File: src/hw/rtl/mmh_pkg.sv
// ----------------------------------------------------------------------------
// MurmurHash64A engine package
// Shared constants, operation codes and the command and status structures
// that pass between the controller and the datapath.
// ----------------------------------------------------------------------------
package mmh_pkg;

  localparam logic [63:0] MIX_MUL   = 64'hC6A4_A793_5BD1_E995;
  localparam int unsigned MIX_SHIFT = 47;

  // Multiply operations. Each one names the operand that feeds the shared
  // multiplier and where its product is written back.
  localparam logic [2:0] OP_NONE = 3'd0;
  localparam logic [2:0] OP_INIT = 3'd1;  // seed ^ (len * m)
  localparam logic [2:0] OP_K1   = 3'd2;  // k = word * m, then xor-shift
  localparam logic [2:0] OP_K2   = 3'd3;  // k = k * m
  localparam logic [2:0] OP_HK   = 3'd4;  // h = (h ^ k) * m
  localparam logic [2:0] OP_HT   = 3'd5;  // h = (h ^ tail) * m
  localparam logic [2:0] OP_FIN  = 3'd6;  // avalanche

  typedef struct packed {
    logic       load_in;
    logic       mul_start;
    logic [2:0] op;
    logic       out_load;
  } cmd_t;

  typedef struct packed {
    logic mul_done;
    logic full_word;
    logic tail_word;
    logic is_last;
  } status_t;

  function automatic logic [63:0] byte_mask(input logic [2:0] n);
    logic [63:0] m;
    case (n)
      3'd1:    m = 64'h0000_0000_0000_00FF;
      3'd2:    m = 64'h0000_0000_0000_FFFF;
      3'd3:    m = 64'h0000_0000_00FF_FFFF;
      3'd4:    m = 64'h0000_0000_FFFF_FFFF;
      3'd5:    m = 64'h0000_00FF_FFFF_FFFF;
      3'd6:    m = 64'h0000_FFFF_FFFF_FFFF;
      3'd7:    m = 64'h00FF_FFFF_FFFF_FFFF;
      default: m = 64'h0;
    endcase
    return m;
  endfunction

endpackage

File: src/hw/rtl/mmh_mul.sv
// ----------------------------------------------------------------------------
// MurmurHash64A multiplier
// Low 64 bits of a 64-bit operand times the mixing constant, built from one
// 32x32 multiplier that forms the partial products in turn.
// ----------------------------------------------------------------------------
module mmh_mul (
  input  logic        clk_i,
  input  logic        rst_ni,
  input  logic        start_i,
  input  logic [63:0] a_i,
  output logic        done_o,
  output logic [63:0] p_o
);
  import mmh_pkg::*;

  logic [63:0] a_q, acc_q, acc_d;
  logic [1:0]  cnt_q, cnt_d;
  logic        busy_q, busy_d, done_q, done_d;
  logic [31:0] x, y;
  logic [63:0] prod;

  // Only three partial products reach the low 64 bits: lo*lo, and the low
  // halves of the two cross products, shifted up by 32.
  always_comb begin
    case (cnt_q)
      2'd0: begin
        x = a_q[31:0];
        y = MIX_MUL[31:0];
      end
      2'd1: begin
        x = a_q[31:0];
        y = MIX_MUL[63:32];
      end
      2'd2: begin
        x = a_q[63:32];
        y = MIX_MUL[31:0];
      end
      default: begin
        x = 32'h0;
        y = 32'h0;
      end
    endcase
    prod = 64'(x) * 64'(y);
  end

  always_comb begin
    acc_d  = acc_q;
    cnt_d  = cnt_q;
    busy_d = busy_q;
    done_d = 1'b0;
    if (start_i) begin
      cnt_d  = 2'd0;
      busy_d = 1'b1;
    end else if (busy_q) begin
      if (cnt_q == 2'd0) begin
        acc_d = prod;
      end else begin
        acc_d = {acc_q[63:32] + prod[31:0], acc_q[31:0]};
      end
      cnt_d = cnt_q + 2'd1;
      if (cnt_q == 2'd2) begin
        busy_d = 1'b0;
        done_d = 1'b1;
      end
    end
  end

  always_ff @(posedge clk_i or negedge rst_ni) begin
    if (!rst_ni) begin
      cnt_q  <= 2'd0;
      busy_q <= 1'b0;
      done_q <= 1'b0;
    end else begin
      cnt_q  <= cnt_d;
      busy_q <= busy_d;
      done_q <= done_d;
    end
  end

  always_ff @(posedge clk_i) begin
    if (start_i) begin
      a_q <= a_i;
    end
    acc_q <= acc_d;
  end

  assign done_o = done_q;
  assign p_o    = acc_q;

endmodule

File: src/hw/rtl/mmh_datapath.sv
// ----------------------------------------------------------------------------
// MurmurHash64A datapath
// Holds the input word, seed, running hash, mixed word and result register,
// and drives the shared multiplier under command of the controller.
// ----------------------------------------------------------------------------
module mmh_datapath (
  input  logic             clk_i,
  input  logic             rst_ni,
  input  mmh_pkg::cmd_t    cmd_i,
  output mmh_pkg::status_t status_o,
  input  logic             cfg_we_i,
  input  logic [63:0]      seed_i,
  input  logic [63:0]      data_word_i,
  input  logic [3:0]       valid_bytes_i,
  input  logic [31:0]      total_len_i,
  input  logic             last_i,
  output logic [63:0]      hash_value_o
);
  import mmh_pkg::*;

  logic [63:0] seed_q, word_q, h_q, k_q, out_q;
  logic [31:0] len_q;
  logic [3:0]  nb_q;
  logic        last_q;
  logic [2:0]  wb_op_q;
  logic [63:0] h_cur, k_cur, operand, p;
  logic        mul_done;

  mmh_mul u_mul (
    .clk_i   (clk_i),
    .rst_ni  (rst_ni),
    .start_i (cmd_i.mul_start),
    .a_i     (operand),
    .done_o  (mul_done),
    .p_o     (p)
  );

  // Write-back of a finished product, forwarded so that the next operation
  // can start in the same cycle.
  always_comb begin
    h_cur = h_q;
    k_cur = k_q;
    if (mul_done) begin
      unique case (wb_op_q) inside
        OP_INIT:      h_cur = seed_q ^ p;
        OP_K1:        k_cur = p ^ (p >> MIX_SHIFT);
        OP_K2:        k_cur = p;
        OP_HK, OP_HT: h_cur = p;
        OP_FIN:       h_cur = p ^ (p >> MIX_SHIFT);
        default:      h_cur = h_q;
      endcase
    end
  end

  always_comb begin
    unique case (cmd_i.op)
      OP_INIT: operand = {32'h0, len_q};
      OP_K1:   operand = word_q;
      OP_K2:   operand = k_cur;
      OP_HK:   operand = h_cur ^ k_cur;
      OP_HT:   operand = h_cur ^ (word_q & byte_mask(nb_q[2:0]));
      OP_FIN:  operand = h_cur ^ (h_cur >> MIX_SHIFT);
      default: operand = 64'h0;
    endcase
  end

  always_ff @(posedge clk_i or negedge rst_ni) begin
    if (!rst_ni) begin
      seed_q <= 64'h0;
    end else if (cfg_we_i) begin
      seed_q <= seed_i;
    end
  end

  always_ff @(posedge clk_i) begin
    if (cmd_i.load_in) begin
      word_q <= data_word_i;
      nb_q   <= (valid_bytes_i > 4'd8) ? 4'd8 : valid_bytes_i;
      len_q  <= total_len_i;
      last_q <= last_i;
    end
    if (cmd_i.mul_start) begin
      wb_op_q <= cmd_i.op;
    end
    if (cmd_i.out_load) begin
      out_q <= h_q;
    end
    h_q <= h_cur;
    k_q <= k_cur;
  end

  assign status_o.mul_done  = mul_done;
  assign status_o.full_word = nb_q[3];
  assign status_o.tail_word = !nb_q[3] && (nb_q[2:0] != 3'd0);
  assign status_o.is_last   = last_q;
  assign hash_value_o       = out_q;

endmodule

File: src/hw/rtl/mmh_ctrl.sv
// ----------------------------------------------------------------------------
// MurmurHash64A controller
// Sequences the multiply operations for each word, tracks whether a message
// is open and owns the request handshakes on both channels.
// ----------------------------------------------------------------------------
module mmh_ctrl (
  input  logic             clk_i,
  input  logic             rst_ni,
  input  logic             in_valid_i,
  output logic             in_stall_o,
  output logic             out_valid_o,
  input  logic             out_stall_i,
  input  mmh_pkg::status_t status_i,
  output mmh_pkg::cmd_t    cmd_o
);
  import mmh_pkg::*;

  localparam logic [1:0] S_IDLE  = 2'd0;
  localparam logic [1:0] S_START = 2'd1;
  localparam logic [1:0] S_RUN   = 2'd2;
  localparam logic [1:0] S_OUT   = 2'd3;

  logic [1:0] state_q, state_d;
  logic [2:0] op_q, op_d, nxt, word_op, fin_op;
  logic       in_msg_q, in_msg_d, out_valid_q, out_valid_d, launch;

  assign fin_op  = status_i.is_last ? OP_FIN : OP_NONE;
  assign word_op = status_i.full_word ? OP_K1 :
                   status_i.tail_word ? OP_HT : fin_op;

  always_comb begin
    state_d     = state_q;
    op_d        = op_q;
    in_msg_d    = in_msg_q;
    out_valid_d = out_valid_q && out_stall_i;
    cmd_o       = '0;
    nxt         = OP_NONE;
    launch      = 1'b0;
    unique case (state_q)
      S_IDLE: begin
        if (in_valid_i) begin
          cmd_o.load_in = 1'b1;
          state_d       = S_START;
        end
      end
      S_START: begin
        nxt    = in_msg_q ? word_op : OP_INIT;
        launch = 1'b1;
      end
      S_RUN: begin
        if (status_i.mul_done) begin
          launch = 1'b1;
          unique case (op_q) inside
            OP_INIT:      nxt = word_op;
            OP_K1:        nxt = OP_K2;
            OP_K2:        nxt = OP_HK;
            OP_HK, OP_HT: nxt = fin_op;
            default: begin
              launch  = 1'b0;
              state_d = S_OUT;
            end
          endcase
        end
      end
      S_OUT: begin
        // Wait for the previous result to be taken before overwriting it.
        if (!(out_valid_q && out_stall_i)) begin
          cmd_o.out_load = 1'b1;
          out_valid_d    = 1'b1;
          in_msg_d       = 1'b0;
          state_d        = S_IDLE;
        end
      end
      default: state_d = S_IDLE;
    endcase

    if (launch) begin
      if (nxt == OP_NONE) begin
        in_msg_d = 1'b1;
        state_d  = S_IDLE;
      end else begin
        cmd_o.mul_start = 1'b1;
        cmd_o.op        = nxt;
        op_d            = nxt;
        state_d         = S_RUN;
      end
    end
  end

  always_ff @(posedge clk_i or negedge rst_ni) begin
    if (!rst_ni) begin
      state_q     <= S_IDLE;
      op_q        <= OP_NONE;
      in_msg_q    <= 1'b0;
      out_valid_q <= 1'b0;
    end else begin
      state_q     <= state_d;
      op_q        <= op_d;
      in_msg_q    <= in_msg_d;
      out_valid_q <= out_valid_d;
    end
  end

  assign in_stall_o  = (state_q != S_IDLE);
  assign out_valid_o = out_valid_q;

`ifndef SYNTHESIS
  a_start_spaced : assert property (@(posedge clk_i) disable iff (!rst_ni)
    cmd_o.mul_start |=> !cmd_o.mul_start)
    else $error("multiply started in consecutive cycles");
  a_done_in_run : assert property (@(posedge clk_i) disable iff (!rst_ni)
    status_i.mul_done |-> (state_q == S_RUN))
    else $error("multiply finished outside the run state");
  a_out_free : assert property (@(posedge clk_i) disable iff (!rst_ni)
    cmd_o.out_load |-> !(out_valid_q && out_stall_i))
    else $error("result register overwritten while stalled");
  a_out_after_fin : assert property (@(posedge clk_i) disable iff (!rst_ni)
    (state_q == S_OUT) |-> (op_q == OP_FIN))
    else $error("result state reached without the avalanche");
`endif

endmodule

File: src/hw/rtl/murmur64a_stream_hash.sv
// ----------------------------------------------------------------------------
// MurmurHash64A stream hash
// Hashes a byte message delivered as little-endian 64-bit words.
// ----------------------------------------------------------------------------
// Input channel (in_valid_i / in_stall_o): one request per word. The first
// word of a message carries total_len_i; a word with last_i set closes the
// message. valid_bytes_i is 8 for full words and 1 to 7 for a tail word.
// Output channel (out_valid_o / out_stall_i): one request per message,
// carrying hash_value_o, held in an output register.
// Configuration (cfg_valid_i / cfg_ready_o): writes the seed; always ready.
// Every 64-bit product is formed by one 32x32 multiplier from three partial
// products, and each multiply ends with a write-back. A word is accepted and
// then its multiplies are issued in turn: three for a full word, one for a
// tail and none for an empty word, plus the length term on the first word
// of a message, and the avalanche on the last word, after which the hash
// moves to the output register. One word is in flight at a time.
// A new word is accepted while a finished hash waits in the output register;
// the next result waits in the engine until that register is free.
// Reset clears the seed to zero and leaves the block waiting for a first word.
// ----------------------------------------------------------------------------
module murmur64a_stream_hash (
  input  logic        clk_i,
  input  logic        rst_ni,
  input  logic        cfg_valid_i,
  output logic        cfg_ready_o,
  input  logic [63:0] seed_i,
  input  logic        in_valid_i,
  output logic        in_stall_o,
  input  logic [63:0] data_word_i,
  input  logic [3:0]  valid_bytes_i,
  input  logic [31:0] total_len_i,
  input  logic        last_i,
  output logic        out_valid_o,
  input  logic        out_stall_i,
  output logic [63:0] hash_value_o
);
  import mmh_pkg::*;

  cmd_t    cmd;
  status_t status;

  assign cfg_ready_o = 1'b1;

  mmh_ctrl u_ctrl (
    .clk_i       (clk_i),
    .rst_ni      (rst_ni),
    .in_valid_i  (in_valid_i),
    .in_stall_o  (in_stall_o),
    .out_valid_o (out_valid_o),
    .out_stall_i (out_stall_i),
    .status_i    (status),
    .cmd_o       (cmd)
  );

  mmh_datapath u_datapath (
    .clk_i         (clk_i),
    .rst_ni        (rst_ni),
    .cmd_i         (cmd),
    .status_o      (status),
    .cfg_we_i      (cfg_valid_i && cfg_ready_o),
    .seed_i        (seed_i),
    .data_word_i   (data_word_i),
    .valid_bytes_i (valid_bytes_i),
    .total_len_i   (total_len_i),
    .last_i        (last_i),
    .hash_value_o  (hash_value_o)
  );

endmodule
File: config.mk
export PLATFORM = sky130hd
export DESIGN_NAME = murmur64a_stream_hash
export DESIGN_NICKNAME = d
export VERILOG_FILES = /design/src/hw/rtl/mmh_pkg.sv /design/src/hw/rtl/mmh_mul.sv /design/src/hw/rtl/mmh_datapath.sv /design/src/hw/rtl/mmh_ctrl.sv /design/src/hw/rtl/murmur64a_stream_hash.sv
export SDC_FILE = /design/constraint.sdc
export NUM_CORES = 2
export LEC_CHECK = 0
export BUFFER_PORTS_ARGS = -buffer_cell sky130_fd_sc_hd__buf_2
export CORE_UTILIZATION = 64
export DETAILED_ROUTE_END_ITERATION = 8
export PLACE_DENSITY = 0.83
export SETUP_SLACK_MARGIN = 0.5
export SLEW_MARGIN = 0
export SYNTH_ARGS = -nofsm -noshare
export SYNTH_HDL_FRONTEND = slang
export SYNTH_HIERARCHICAL = 1
export SYNTH_SLANG_ARGS = --single-unit
File: constraint.sdc
create_clock -name clk_i -period 14.24 [get_ports clk_i]
set_input_delay 0.712 -clock clk_i [delete_from_list [all_inputs] [get_ports clk_i]]
set_output_delay 0.712 -clock clk_i [all_outputs]
set_load 0.03 [all_outputs]
==> run metrics <==
total power of the final layout 2.93 mW; top cells by area in the synthesized netlist fa_1 27%, edfxtp_1 18%, ha_1 11%; Initial Util 64.9%; Most used DFF post-synth edfxtp_1; class of the tightest hold or removal check in -> async; count of state elements after synthesis about 500; Critical Path End Type flip-flop; RSZ-0062 raised after global routing false; H-tree depth reported by CTS 2; share of cells above drive strength 1 10.6%; # IOs approximately 240; Slew @ Worst Pin around 1.2 ns; R2R setup slack 2.49 ns; Num CTS Buffers 46; Worst Setup Path Type reg -> reg; share of flip-flops with an asynchronous set or reset 15.0%; minimum clock period after layout between 10 and 15 ns; status finished, final reports clean; worst-skew pair later-pin latency approximately 0.59 ns; overall fraction of global-route tracks in use 41.0%; Final Net Count between 6,000 and 7,000; die footprint roughly 78,000 um^2; cell taking the most area after synthesis fa_1; largest net degree at the start of global routing between 70 and 80; post-synthesis cell area 49,400 um^2; DRC violation count after routing 0; slowest cell on the critical path nor2_1; maxcap violations 0; clock tree sinks approximately 500; via density per instance 6.28; arrival time at the worst endpoint 12.05 ns; number of design-rule violations left by the first detailed-router iteration 4,658; sequential cell area fraction in the yosys report 27.0%; critical path data required time 14.54 ns; Most common cell on crit path inv_1; number of endpoints failing setup at the final stage 0; initial antenna violation count 2; final number of hold-violating endpoints 0; count of flip-flops with a built-in enable after synthesis 296; number of global-route vias before repair 37,614; DR pass1 iterations 9; Clock transition at path regs 0.07 ns; WL/cell 26.2 um; relative max-transition margin 19.7%; buffering stage count on the worst path with inverters included 10; port bufs 235; largest stage delay on the critical path 0.76 ns; placer congestion estimate 1.04; Final Util approximately 70%; top cells by count, synth 950 x inv_1, 660 x fa_1, 415 x ha_1, 320 x nand2_1, 296 x edfxtp_1; Yosys warning count 6; upper clock frequency limit 85.1 MHz; worst hold slack across all endpoints 0.0664 ns; area grow syn2layout 7.56%; placeable core area 76,200 um^2; Final Skew 0.0277 ns; post-CTS setup repair buffer count 0; Post-Synthesis Cells 4,792; crit path launch type flip-flop; largest vdd supply drop 0.0784 mV; Static Leakage 25.3 nW; wire length of the first global-routing pass 236 mm; post-CTS sizing 0; Chip Height 280 um; number of nets with antenna violations after routing 0; vias 37,835; CTS tree yes; pwr dens 55.1 nW/um^2; aggregate global routing overflow 0; max-slew violation count 0; FP Rows 101; cell with the most instances after synthesis inv_1; Die W around 280 um; Max FO, Critical Path 59; half-perimeter wire length after detailed placement 126 mm; mean instance size in the synthesized netlist 10.3 um^2; detailed-route wire length 158 mm; family of cells with the greatest summed delay on the critical path adder cells; Post-CTS Hold Fix Bufs 0; CTS root buf clkbuf_16; deepest clock path buffer count 3; Syn Nets 6,037; count of cell types in the netlist 100; portion of synthesized cell area occupied by the leading cell type about a quarter; total negative slack 0 ns; share of the clock period used by the worst path 82.5%
area by class of cell:
class	count	area (um^2)
clock buffers	66	1310
diodes	1	2.50
clock inverters	20	251
multi-input cells	3166	31800
repair buffers	295	1630
inverters	951	3570
well taps	1030	1290
flip-flops and latches	499	13300
fillers	5600	23000
worst reg2reg max path: cells and delay by family, from the launching register on:
family | cells | cell delay (ns)
flops | 1 | 0.45
simple gates | 10 | 2.43
xor+xnor | 2 | 0.33
fa+ha+maj | 11 | 4.88
compound gates | 9 | 1.64
buf+inv | 10 | 1.74
per-layer routing:
metal / track usage (%) / routed length, um / vias to the layer above / part of all wire (%)
li1: - / - / 16136 / -
met2: 61.5 / 69100 / 2540 / 44
met4: 15.9 / 7780 / 4 / 4.9
met5: 0 / 28 / - / 0.018
met3: 9.59 / 19600 / 448 / 12
met1: 57.9 / 61700 / 18707 / 39
final timing paths:
path / startpoint / to / cells past startpoint
worst max-delay path: u_datapath/u_mul/cnt_q[0] / u_datapath/u_mul/p_o[63] / 42
worst min-delay path: rst_ni / u_ctrl/state_q[1] / 1
worst max register to register: u_datapath/u_mul/cnt_q[0] / u_datapath/u_mul/p_o[63] / 42
worst min register to register: u_datapath/h_q[15] / u_datapath/hash_value_o[15] / 0
max in group asynchronous: rst_ni / u_datapath/seed_q[61] / 2
min in group clk_i: data_word_i[27] / u_datapath/word_q[27] / 1
flip-flops by register name, summed over array words and instances, names as in the netlist, 2 cells and up:
signal                   flops
u_ctrl/op_q                  3
u_ctrl/state_q               2
u_datapath/h_q              64
u_datapath/hash_value_o     64
u_datapath/k_q              64
u_datapath/len_q            32
u_datapath/nb_q              4
u_datapath/seed_q           64
u_datapath/u_mul/a_q        64
u_datapath/u_mul/cnt_q       2
u_datapath/u_mul/p_o        64
u_datapath/wb_op_q           3
u_datapath/word_q           64
logic make-up after synthesis:
| group | share of synthesized area, % |
|---|---|
| DFF | 27.0 |
| AOI/OAI and AO/OA | 12.0 |
| other | 0.00759 |
| adders and majority gates | 37.2 |
| and+or+nand+nor | 8.30 |
| xor gates and xnor gates | 3.39 |
| buffers and inverters | 8.82 |
| muxes | 3.32 |
layout by cell type (no fill, tap or decap), drive strengths merged, types with 38 or more instances in the layout:
cell type	synthesis	routed
a211oi	46	46
mux2i	84	84
nand3	53	53
a21o	53	53
o211ai	66	66
fa	660	660
xnor2	118	118
clkbuf	108	66
nand2	321	321
xor2	73	73
o21ai	161	161
inv	951	951
nor2	262	262
nor2b	59	59
and2	38	38
a22oi	39	39
mux2	70	70
a21oi	230	230
dfrtp	75	75
edfxtp	296	296
ha	415	415
dfxtp	128	128
buf	68	295
through the flow:
stage	setup slack, ns	instances	cell area [um^2]
detailed placement	2.74	5941	51600
floorplan	4.41	4792	49400
global route	1.97	6027	53200
global placement	3.04	5941	51600
finish	2.49	6028	53200
CTS	2.68	6027	53200
report_power, final:
part	switching [mW]	leakage [nW]	internal, mW
Sequential	0.0191	4.43	1.54
Clock	0.570	0.762	0.734
Combinational	0.0296	20.1	0.0402
Power figures use the tool's default switching activity.
